<file path="config.mk">
export PLATFORM = sky130hd
export DESIGN_NAME = ofov_dp
export DESIGN_NICKNAME = d
export VERILOG_FILES = /design/src/design/ofov_pkg.sv /design/src/design/ofov_dp.sv
export SDC_FILE = /design/constraint.sdc
export NUM_CORES = 2
export LEC_CHECK = 0
export BUFFER_PORTS_ARGS = -buffer_cell sky130_fd_sc_hd__buf_2
export CAP_MARGIN = 10
export CORE_MARGIN = 2
export CORE_UTILIZATION = 60
export CTS_BUF_LIST = sky130_fd_sc_hd__clkbuf_4
export CTS_CLUSTER_DIAMETER = 120
export DETAILED_ROUTE_END_ITERATION = 12
export PLACE_DENSITY = 0.81
export SYNTH_ARGS = -nofsm -noshare
export SYNTH_HDL_FRONTEND = slang
export SYNTH_SLANG_ARGS = --single-unit
</file>
<file path="constraint.sdc">
create_clock -name i_clk -period 16.2 [get_ports i_clk]
set_input_delay 2.43 -clock i_clk [delete_from_list [all_inputs] [get_ports i_clk]]
set_output_delay 2.43 -clock i_clk [all_outputs]
set_load 0.01 [all_outputs]
</file>
<file path="src/design/ofov_pkg.sv">
// Shared types, constants and the control-store program of the optical-flow
// velocity block. No dependencies; imported by ofov_dp and the top level.
package ofov_pkg;

    // Field and datapath widths
    localparam int DATA_W   = 32;              // config data, flow and gyro words
    localparam int CFG_IDX_W = 3;              // config register index
    localparam int DT_W     = 22;              // time step when accepted (<= limit)
    localparam int DEN_W    = DT_W + 8;        // divisor dt*256
    localparam int MUL_W    = DATA_W + 1;      // multiplier operand, signed
    localparam int PROD_W   = 2 * MUL_W;       // multiplier product
    localparam int ACC_W    = 2 * DATA_W + 1;  // sum of two Q.24 products
    localparam int NUM_W    = 84;              // |sum| * 1e6
    localparam int QUO_W    = 41;              // quotient bits kept
    localparam int SUM_W    = QUO_W + 2;       // signed flow + yaw
    localparam int YAW_W    = 40;              // yaw term after the 2^24 scale
    localparam int YAW_SHIFT = 24;
    localparam int CNT_W    = $clog2(QUO_W);
    localparam int PC_W     = 5;

    localparam logic [MUL_W-1:0] US_PER_S = MUL_W'(1000000);

    // Config register indexes
    localparam logic [CFG_IDX_W-1:0] CFG_MAX_INTERVAL = 3'd0;
    localparam logic [CFG_IDX_W-1:0] CFG_COEF_XX      = 3'd1;
    localparam logic [CFG_IDX_W-1:0] CFG_COEF_XY      = 3'd2;
    localparam logic [CFG_IDX_W-1:0] CFG_COEF_XZ      = 3'd3;
    localparam logic [CFG_IDX_W-1:0] CFG_COEF_YX      = 3'd4;
    localparam logic [CFG_IDX_W-1:0] CFG_COEF_YY      = 3'd5;
    localparam logic [CFG_IDX_W-1:0] CFG_COEF_YZ      = 3'd6;

    // Config reset values
    localparam logic [DT_W-1:0]   MAX_INTERVAL_RST = DT_W'(40000);
    localparam logic [DATA_W-1:0] COEF_ONE         = DATA_W'(32'h0100_0000);

    // Result status
    typedef enum logic [1:0] {
        ST_OK      = 2'd0,
        ST_NO_PREV = 2'd1,
        ST_ZERO_DT = 2'd2,
        ST_LONG_DT = 2'd3
    } t_status;

    // Extrinsic matrix rows, Q8.24
    typedef struct packed {
        logic [DATA_W-1:0] xx;
        logic [DATA_W-1:0] xy;
        logic [DATA_W-1:0] xz;
        logic [DATA_W-1:0] yx;
        logic [DATA_W-1:0] yy;
        logic [DATA_W-1:0] yz;
    } t_coefs;

    // Control word fields
    typedef enum logic [2:0] {
        MS_NONE, MS_A_DX, MS_B_DY, MS_G_GZ, MS_MLO_K, MS_MHI_K
    } t_mul_sel;

    typedef enum logic [1:0] {
        AC_NONE, AC_LOAD, AC_ADD, AC_ABS
    } t_acc_op;

    typedef enum logic [1:0] {
        NM_NONE, NM_LOAD_LO, NM_ADD_HI
    } t_num_op;

    typedef enum logic [1:0] {
        DV_NONE, DV_INIT, DV_STEP
    } t_div_op;

    typedef enum logic [1:0] {
        BR_NEXT, BR_LOOP, BR_END
    } t_branch;

    typedef struct packed {
        t_mul_sel mul_sel;
        t_acc_op  acc_op;
        logic     yaw_ld;
        t_num_op  num_op;
        logic     lane;     // 0 = X row, 1 = Y row
        t_div_op  div_op;
        t_branch  br;
    } t_uword;

    localparam t_uword UW_NOP = '{
        mul_sel: MS_NONE, acc_op: AC_NONE, yaw_ld: 1'b0, num_op: NM_NONE,
        lane: 1'b0, div_op: DV_NONE, br: BR_END
    };

    // Program layout
    localparam logic [PC_W-1:0] PC_FIRST      = 5'd0;
    localparam logic [PC_W-1:0] PC_LANE_STEPS = 5'd7;
    localparam logic [PC_W-1:0] PC_DIV_INIT   = 5'd14;
    localparam logic [PC_W-1:0] PC_DIV_LOOP   = 5'd15;
    localparam logic [PC_W-1:0] PC_FIN        = 5'd16;

    // Control store. Each row runs the same seven steps; each multiply's
    // product is registered before it is used.
    function automatic t_uword uc_rom(input logic [PC_W-1:0] pc);
        t_uword          w;
        logic            lane;
        logic [PC_W-1:0] sub;
        w    = UW_NOP;
        lane = (pc >= PC_LANE_STEPS);
        sub  = lane ? pc - PC_LANE_STEPS : pc;
        if (pc < PC_DIV_INIT) begin
            w.lane = lane;
            w.br   = BR_NEXT;
            case (sub)
                5'd0: begin
                    w.mul_sel = MS_A_DX;
                end
                5'd1: begin
                    w.mul_sel = MS_B_DY;
                    w.acc_op  = AC_LOAD;
                end
                5'd2: begin
                    w.mul_sel = MS_G_GZ;
                    w.acc_op  = AC_ADD;
                end
                5'd3: begin
                    w.yaw_ld  = 1'b1;
                    w.acc_op  = AC_ABS;
                end
                5'd4: begin
                    w.mul_sel = MS_MLO_K;
                end
                5'd5: begin
                    w.mul_sel = MS_MHI_K;
                    w.num_op  = NM_LOAD_LO;
                end
                5'd6: begin
                    w.num_op  = NM_ADD_HI;
                end
                default: begin
                    w.br = BR_END;
                end
            endcase
        end else begin
            case (pc)
                PC_DIV_INIT: begin
                    w.div_op = DV_INIT;
                    w.br     = BR_NEXT;
                end
                PC_DIV_LOOP: begin
                    w.div_op = DV_STEP;
                    w.br     = BR_LOOP;
                end
                default: begin
                    w.br = BR_END;
                end
            endcase
        end
        return w;
    endfunction

endpackage

</file>
<file path="src/design/ofov_dp.sv">
// Datapath of the optical-flow velocity block: shared 33x33 multiplier,
// accumulator, per-row numerators, two-lane restoring divider and output combine.
// Depends on ofov_pkg.
module ofov_dp (
    input  logic                           i_clk,
    input  ofov_pkg::t_uword               i_uw,
    input  ofov_pkg::t_coefs               i_coef,
    input  logic [ofov_pkg::DATA_W-1:0]    i_dx,
    input  logic [ofov_pkg::DATA_W-1:0]    i_dy,
    input  logic [ofov_pkg::DATA_W-1:0]    i_gz,
    input  logic [ofov_pkg::DT_W-1:0]      i_dt,
    output logic [ofov_pkg::DATA_W-1:0]    o_vel_x,
    output logic [ofov_pkg::DATA_W-1:0]    o_vel_y
);
    import ofov_pkg::*;

    localparam logic [PROD_W-1:0] YAW_RND = PROD_W'((64'd1 << YAW_SHIFT) - 64'd1);
    localparam int NUM_LO_W = NUM_W - DATA_W;

    // One restoring step: returns {quotient bit, new remainder}
    function automatic logic [DEN_W:0] div_step(input logic [DEN_W-1:0] rem,
                                                input logic             bit_in,
                                                input logic [DEN_W-1:0] den);
        logic [DEN_W:0] t;
        logic [DEN_W:0] d;
        t = {rem, bit_in};
        d = t - {1'b0, den};
        if (t >= {1'b0, den}) begin
            div_step = {1'b1, d[DEN_W-1:0]};
        end else begin
            div_step = {1'b0, t[DEN_W-1:0]};
        end
    endfunction

    // Cap flow at 2^40, apply sign, add yaw, saturate to 32 bits
    function automatic logic [DATA_W-1:0] combine(input logic             ovf,
                                                  input logic [QUO_W-1:0] q,
                                                  input logic             neg,
                                                  input logic [YAW_W-1:0] yaw);
        logic [QUO_W-1:0] f;
        logic [QUO_W:0]   mag;
        logic [QUO_W:0]   flow;
        logic [SUM_W-1:0] s;
        f    = (ovf || q[QUO_W-1]) ? {1'b1, {(QUO_W-1){1'b0}}} : q;
        mag  = {1'b0, f};
        flow = neg ? (QUO_W+1)'(0) - mag : mag;
        s    = {flow[QUO_W], flow} + {{(SUM_W-YAW_W){yaw[YAW_W-1]}}, yaw};
        if ((&s[SUM_W-1:DATA_W-1]) || (~|s[SUM_W-1:DATA_W-1])) begin
            combine = s[DATA_W-1:0];
        end else if (s[SUM_W-1]) begin
            combine = {1'b1, {(DATA_W-1){1'b0}}};
        end else begin
            combine = {1'b0, {(DATA_W-1){1'b1}}};
        end
    endfunction

    logic [DATA_W-1:0]        coef_a;
    logic [DATA_W-1:0]        coef_b;
    logic [DATA_W-1:0]        coef_g;
    logic signed [MUL_W-1:0]  mul_a;
    logic signed [MUL_W-1:0]  mul_b;
    logic signed [PROD_W-1:0] prod_c;
    logic [PROD_W-1:0]        yaw_adj;
    logic [DEN_W-1:0]         den;
    logic [DEN_W:0]           step_x;
    logic [DEN_W:0]           step_y;

    logic [PROD_W-1:0] r_prod;
    logic [ACC_W-1:0]  r_acc;
    logic              r_neg_x, r_neg_y;
    logic [YAW_W-1:0]  r_yaw_x, r_yaw_y;
    logic [NUM_W-1:0]  r_num_x, r_num_y;
    logic              r_ovf_x, r_ovf_y;
    logic [DEN_W-1:0]  r_rem_x, r_rem_y;
    logic [QUO_W-1:0]  r_nq_x, r_nq_y;

    // Row coefficients for the lane in work
    assign coef_a = i_uw.lane ? i_coef.yx : i_coef.xx;
    assign coef_b = i_uw.lane ? i_coef.yy : i_coef.xy;
    assign coef_g = i_uw.lane ? i_coef.yz : i_coef.xz;

    // Multiplier operand select
    always_comb begin
        case (i_uw.mul_sel)
            MS_A_DX: begin
                mul_a = {coef_a[DATA_W-1], coef_a};
                mul_b = {i_dx[DATA_W-1], i_dx};
            end
            MS_B_DY: begin
                mul_a = {coef_b[DATA_W-1], coef_b};
                mul_b = {i_dy[DATA_W-1], i_dy};
            end
            MS_G_GZ: begin
                mul_a = {coef_g[DATA_W-1], coef_g};
                mul_b = {i_gz[DATA_W-1], i_gz};
            end
            MS_MLO_K: begin
                mul_a = {1'b0, r_acc[DATA_W-1:0]};
                mul_b = US_PER_S;
            end
            MS_MHI_K: begin
                mul_a = {1'b0, r_acc[2*DATA_W-1:DATA_W]};
                mul_b = US_PER_S;
            end
            default: begin
                mul_a = '0;
                mul_b = '0;
            end
        endcase
    end

    assign prod_c = mul_a * mul_b;

    // Yaw term, truncated toward zero
    assign yaw_adj = r_prod + (r_prod[PROD_W-1] ? YAW_RND : '0);

    // Divider: dt*256
    assign den    = {i_dt, 8'd0};
    assign step_x = div_step(r_rem_x, r_nq_x[QUO_W-1], den);
    assign step_y = div_step(r_rem_y, r_nq_y[QUO_W-1], den);

    // Multiply, accumulate and per-row holding registers
    always_ff @(posedge i_clk) begin
        r_prod <= prod_c;

        case (i_uw.acc_op)
            AC_LOAD: r_acc <= r_prod[ACC_W-1:0];
            AC_ADD:  r_acc <= r_acc + r_prod[ACC_W-1:0];
            AC_ABS:  r_acc <= r_acc[ACC_W-1] ? ACC_W'(0) - r_acc : r_acc;
            default: ;
        endcase

        if (i_uw.acc_op == AC_ABS) begin
            if (i_uw.lane) begin
                r_neg_y <= r_acc[ACC_W-1];
            end else begin
                r_neg_x <= r_acc[ACC_W-1];
            end
        end

        if (i_uw.yaw_ld) begin
            if (i_uw.lane) begin
                r_yaw_y <= yaw_adj[YAW_SHIFT+YAW_W-1:YAW_SHIFT];
            end else begin
                r_yaw_x <= yaw_adj[YAW_SHIFT+YAW_W-1:YAW_SHIFT];
            end
        end

        // numerator = lo*1e6 + (hi*1e6 << 32)
        case (i_uw.num_op)
            NM_LOAD_LO: begin
                if (i_uw.lane) begin
                    r_num_y <= {{DATA_W{1'b0}}, r_prod[NUM_LO_W-1:0]};
                end else begin
                    r_num_x <= {{DATA_W{1'b0}}, r_prod[NUM_LO_W-1:0]};
                end
            end
            NM_ADD_HI: begin
                if (i_uw.lane) begin
                    r_num_y <= {r_num_y[NUM_W-1:DATA_W] + r_prod[NUM_LO_W-1:0],
                                r_num_y[DATA_W-1:0]};
                end else begin
                    r_num_x <= {r_num_x[NUM_W-1:DATA_W] + r_prod[NUM_LO_W-1:0],
                                r_num_x[DATA_W-1:0]};
                end
            end
            default: ;
        endcase
    end

    // Two-lane restoring divider, one quotient bit per cycle per lane
    always_ff @(posedge i_clk) begin
        case (i_uw.div_op)
            DV_INIT: begin
                r_ovf_x <= r_num_x[NUM_W-1:QUO_W] >=
                           {{(NUM_W-QUO_W-DEN_W){1'b0}}, den};
                r_ovf_y <= r_num_y[NUM_W-1:QUO_W] >=
                           {{(NUM_W-QUO_W-DEN_W){1'b0}}, den};
                r_rem_x <= r_num_x[QUO_W+DEN_W-1:QUO_W];
                r_rem_y <= r_num_y[QUO_W+DEN_W-1:QUO_W];
                r_nq_x  <= r_num_x[QUO_W-1:0];
                r_nq_y  <= r_num_y[QUO_W-1:0];
            end
            DV_STEP: begin
                r_rem_x <= step_x[DEN_W-1:0];
                r_rem_y <= step_y[DEN_W-1:0];
                r_nq_x  <= {r_nq_x[QUO_W-2:0], step_x[DEN_W]};
                r_nq_y  <= {r_nq_y[QUO_W-2:0], step_y[DEN_W]};
            end
            default: ;
        endcase
    end

    assign o_vel_x = combine(r_ovf_x, r_nq_x, r_neg_x, r_yaw_x);
    assign o_vel_y = combine(r_ovf_y, r_nq_y, r_neg_y, r_yaw_y);

endmodule

</file>
## Word-level counts from Yosys, hierarchy flattened

Cells that the tools add are included.

| word-level totals | value |
|---|---|
| register bits | 525 |
| bits in latches | 0 |
| bits in writable memories | 0 |
| bits in read-only memories | 0 |
| bits of input ports | 324 |
| word-level logic and storage cells | 103 |
| memories | 0 |

| operators by class | value |
|---|---|
| add/subtract/negate cells | 11 |
| $mul | 1 |
| div/mod/pow operators | 0 |
| magnitude comparators | 4 |
| eq/ne operators | 17 |
| shift operators | 0 |
| mux-type cells | 28 |
| bitwise gates (word level) | 2 |
| reduce and logical (&&, ||, !) cells | 23 |

Operator list:

| kind | number |
|---|---|
| $mux 84 | 4 |
| $pmux 84 s2 | 2 |
| $mux 32 | 7 |
| $pmux 65 s3 | 1 |
| $pmux 33 s5 | 1 |
| $pmux 41 s2 | 2 |
| $pmux 33 s4 | 1 |
| $pmux 30 s2 | 2 |
| $add 52x52->52 | 2 |
| $add 42x40->43 | 2 |
| $ge 43x30->1 | 2 |
| $mux 42 | 2 |
| $sub 1x41->42 const A | 2 |
| $mux 41 | 2 |
| $mul 33x33->66 | 1 |
| $add 65x65->65 | 1 |
| $mux 65 | 1 |
| $sub 1x65->65 const A | 1 |
| $add 64x24->64 | 1 |
| $ge 31x30->1 | 2 |
| $mux 31 | 2 |
| $sub 30x30->30 | 2 |
| $mux 24 | 1 |
| $reduce_and 12->1 | 2 |
| 15 further kinds | 40 |

## Longest topological paths before layout

| logic depth | value |
|---|---|
| depth in word-level cells | 9 |
| gate-level depth with buffers | 40 |
| mapped depth without buffers | 36 |

## Worst setup path after synthesis

OpenSTA, ideal clock, no wires.

| timing path | value |
|---|---|
| path kind | input -> register |
| start point | input port i_uw[10] (netlist name) |
| end point | register r_prod[64] |
| setup time | 0.072 ns |
| data arrival time | 11.576 ns |
| data required time | 16.128 ns |
| setup slack | 4.552 ns |
| stages on the path | 29 |
| path buffers | 4 |
| cell sequence | clkbuf_1 clkbuf_1 nand2_1 o21ai_1 and2_1 clkbuf_1 buf_1 nand2_1 inv_1 fa_1 fa_1 fa_1 fa_1 fa_1 fa_1 fa_1 inv_1 fa_1 inv_1 ha_1 a21o_1 a21o_1 a211oi_1 o31a_1 a311oi_1 a2111o_1 a21o_1 a221oi_1 xnor2_1 |

| on the way | value |
|---|---|
| longest elaborated chain between the ends | 4 |
| elaborated cells on any way between the ends | 9 |

RTL lines:

| element | line | text |
|---|---|---|
| start: declaration | ofov_dp.sv:6 | `input ofov_pkg::t_uword i_uw,` |
| $eq 3x3->1 | ofov_dp.sv:84 | `case (i_uw.mul_sel)` |
| $reduce_or 2->1 (no source line) | n/a |  |
| $pmux 33 s4 | ofov_dp.sv:84 |  |
| $mul 33x33->66 * | ofov_dp.sv:112 | `assign prod_c = mul_a * mul_b;` |
| named net prod_c[64] | ofov_dp.sv:62 | `logic signed [PROD_W-1:0] prod_c;` |
| end signal: assignment | ofov_dp.sv:124 | `r_prod <= prod_c;` |
| end: declaration | ofov_dp.sv:68 | `logic [PROD_W-1:0] r_prod;` |

Mark *: on every way through the listed nets, which the timed path passes. The rest lies on a longest branch.
A chain may end at the register's enable or synchronous reset.

## Worst setup path in the final report

| timing path | value |
|---|---|
| start point | input port i_uw[11] (netlist name) |
| end point | register r_prod[64] |

Same word-level chain as after synthesis.

==> flow_summary.ini <==
[min_path]
whs_path_depth = 1
holdPathEnd = r_nq_y[11]$_DFFE_PP_
min_path_type = reg2reg
hp-start = r_num_y[11]$_DFFE_PP_

[timing]
drv_slew = 0
max_freq_mhz = 76.1
hold_viol = 0
slew_headroom_pct = 8.53
fin_crit_sh_pct = 81.1
finClkSkew_ns = 0.0746
setup_viol = 0
rsz0062_at_grt = no
final_critical_path_setup_slack_ns = 3.06
tns_ns = 0
fin_hold_ws_ns = 0.532
worstMarginPinSlew_ns = 1.36
fin_crit_ns = 13.14

[floorplan]
dieHeight_um = 373
die_area_sq_mm = 0.139
initial_core_util_pct = 60.3
die_x_um = 373
core-area_sq_mm = 0.135
num_io_pins = 388
rows = 135

[worst_setup_path]
critPathMostFrequentCell = fa_1
reg2reg_from = r_acc[13]$_DFFE_PP_
cp.arrival_ns = 14.10
cp_max_fo = 18
required_ns = 17.16
cpMaxStageDelayCell = o21ai_0
slowest_delay_ns = 1.19
r2r_slack_ns = 5.84
crit_buf_inv = 8
cp-start-kind = primary input
critPathCaptureType = flop
reg2reg_depth = 31
crit_start = i_uw[11]
r2r-end = r_prod[64]$_DFF_P_
worst-setup-path-type = in2reg
path_delay_family = compound AO/OA/AOI/OAI gates

[cells_and_area]
final_nets = 11500
finalNonFillerCells = 11300
layout_commonest_cell = inv_1
synthToLayoutAreaGrowth_pct = 7.34
final_layout_size_suffix_gt1_share_pct = 10.7
final_cell_mix = inv_1 (1292), fa_1 (1153), nor2_1 (1015)
utilization_pct = 64.8
num-fill-cells = 11000

[synth]
yosys_warnings = 0
synth.avg_cell_area_sq_um = 8.98
async_reset_ff_share_pct = 0
synth-seq-cells = 525
ys.flop_type = edfxtp_1
synth_edf_count = 459
postSynthCellCount = 9092
syn_area_sq_mm = 0.0816
ys_seq_area_share_pct = 18.5
synth_cell_types = 88
syn_nets = 11200

[power_and_ir_drop]
ir_worst_vdd_uv = 128
static-leakage-power_nw = 41.9
powerDensity_mw_per_mm2 = 148

[cts]
holdBufCountCts = 0
cts-root-buf = clkbuf_4
numCtsBuffers = 141
clk_pin_slew_worst_paths_ns = 0.06
clk_latency_ns = 1.07
postCtsSetupBuffers = 0
cts_resized = 0
cts.sinks = 525
cts_max_path_buffers = 3
cts_tree = done
cts_htree_levels = 4

[drt]
vias_per_cell = 6.28
drtPass1Iterations = 6
drc = 0
drt_iter0_markers = 7762
totalWireLength_um = 277000
wl_per_cell_um = 24.5
vias = 70800
detail-route-antenna-nets = 0

[global_route]
grt_pass1_wl_um = 416000
grt_usage_pct = 39.5
antenna_found_initial = 13
grt-ovfl-total = 0
grt_pass1_vias = 71300
grt_start_max_net_pins = 82

[placement]
hpwl_um = 220000
io_buffers = 385
gp_congestion = 1.05
dpl.cell_count = 11000
place_ws_ns = 2.42

[run]
max-cap-violations = 0

[status]
outcome = completed
==> per-layer routing <==
| layer | routed length (um) | vias to the layer above | global-route usage [%] |
|---|---|---|---|
| met2 | 120000 | 4649 | 60.0 |
| met4 | 21500 | 10 | 26.1 |
| met5 | 80 | - | 0 |
| met1 | 98000 | 34300 | 48.5 |
| met3 | 37100 | 1011 | 12.5 |
| li1 | - | 30900 | - |
==> worst max-delay path by stage <==
| stage | depth (start not counted) | to | slack, ns |
|---|---|---|---|
| after floorplan | 29 | r_prod[64]$_DFF_P_ | 4.55 |
| after detailed placement | 31 | r_prod[65]$_DFF_P_ | 2.42 |
| after global placement | 31 | r_prod[65]$_DFF_P_ | 2.46 |
| after global routing | 31 | r_prod[61]$_DFF_P_ | 2.75 |
| final | 33 | r_prod[64]$_DFF_P_ | 3.06 |
| after CTS | 31 | r_prod[65]$_DFF_P_ | 3.52 |
==> Yosys cell counts (all sizes together) (11+ instances only) <==
master,n,area [sq um]
a211o,20,175
a211oi,45,343
a21boi,18,135
a21o,287,2150
a21oi,513,2570
a221o,20,200
a221oi,11,96.3
a22oi,17,133
a311oi,18,158
a31o,14,123
a31oi,59,369
a32oi,32,280
and2,29,181
and3,45,282
and4,19,166
buf,49,206
clkbuf,364,1370
dfxtp,66,1320
edfxtp,459,13800
fa,1153,23100
ha,586,7330
inv,1295,4860
mux2,120,1350
mux2i,134,1340
nand2,939,3530
nand2b,56,350
nand3,88,440
nand4,72,450
nor2,1028,3870
nor2b,88,551
nor3,149,761
nor4,66,413
o211ai,22,165
o21a,78,586
o21ai,306,1530
o21bai,64,480
o221ai,34,298
o31a,12,105
o31ai,35,268
o41ai,13,114
or2,27,169
or3,41,267
or4,22,176
xnor2,258,2260
xor2,210,1840
==> layout make-up <==
cell class / instances / area (sq um) / area share (%)
Antenna cell: 10 / 25.0 / 0.0286
Clock buffer: 192 / 1440 / 1.64
Clock inverter: 56 / 319 / 0.364
Inverter: 1295 / 4870 / 5.55
Multi-Input combinational cell: 6859 / 60400 / 68.9
Sequential cell: 525 / 15100 / 17.2
Tap cell: 1781 / 2230 / 2.54
Timing Repair Buffer: 566 / 3290 / 3.76
==> state kept, by name, summed over array words and instances (netlist names) <==
signal   cells
r_prod      66
r_nq_x      41
r_nq_y      41
r_num_x     84
r_ovf_x      1
r_rem_x     30
r_neg_x      1
r_ovf_y      1
r_rem_y     30
r_num_y     84
r_yaw_y     40
r_neg_y      1
r_yaw_x     40
r_acc       65
==> kinds of logic after synthesis <==
| family | synth area share (%) |
|---|---|
| xor+xnor | 5.02 |
| fa+ha+maj | 37.2 |
| mux | 3.30 |
| compound gates | 13.5 |
| buf+inv | 7.88 |
| flops | 18.5 |
| simple gates | 14.6 |
==> stage by stage <==
| stage | area [sq um] | power, mW |
|---|---|---|
| finish | 87600 | 13.0 |
| detailed placement | 85800 | 11.5 |
| floorplan | 81600 | 8.82 |
| CTS | 87600 | 12.7 |
| global placement | 85800 | 11.2 |
| global route | 87600 | 14.0 |
==> power breakdown <==
part / internal (mW) / switching, mW
Sequential: 1.99 / 0.536
Clock: 0.588 / 0.620
Combinational: 3.64 / 5.63
Total: 6.21 / 6.78
(Power assumes the default switching activity.)
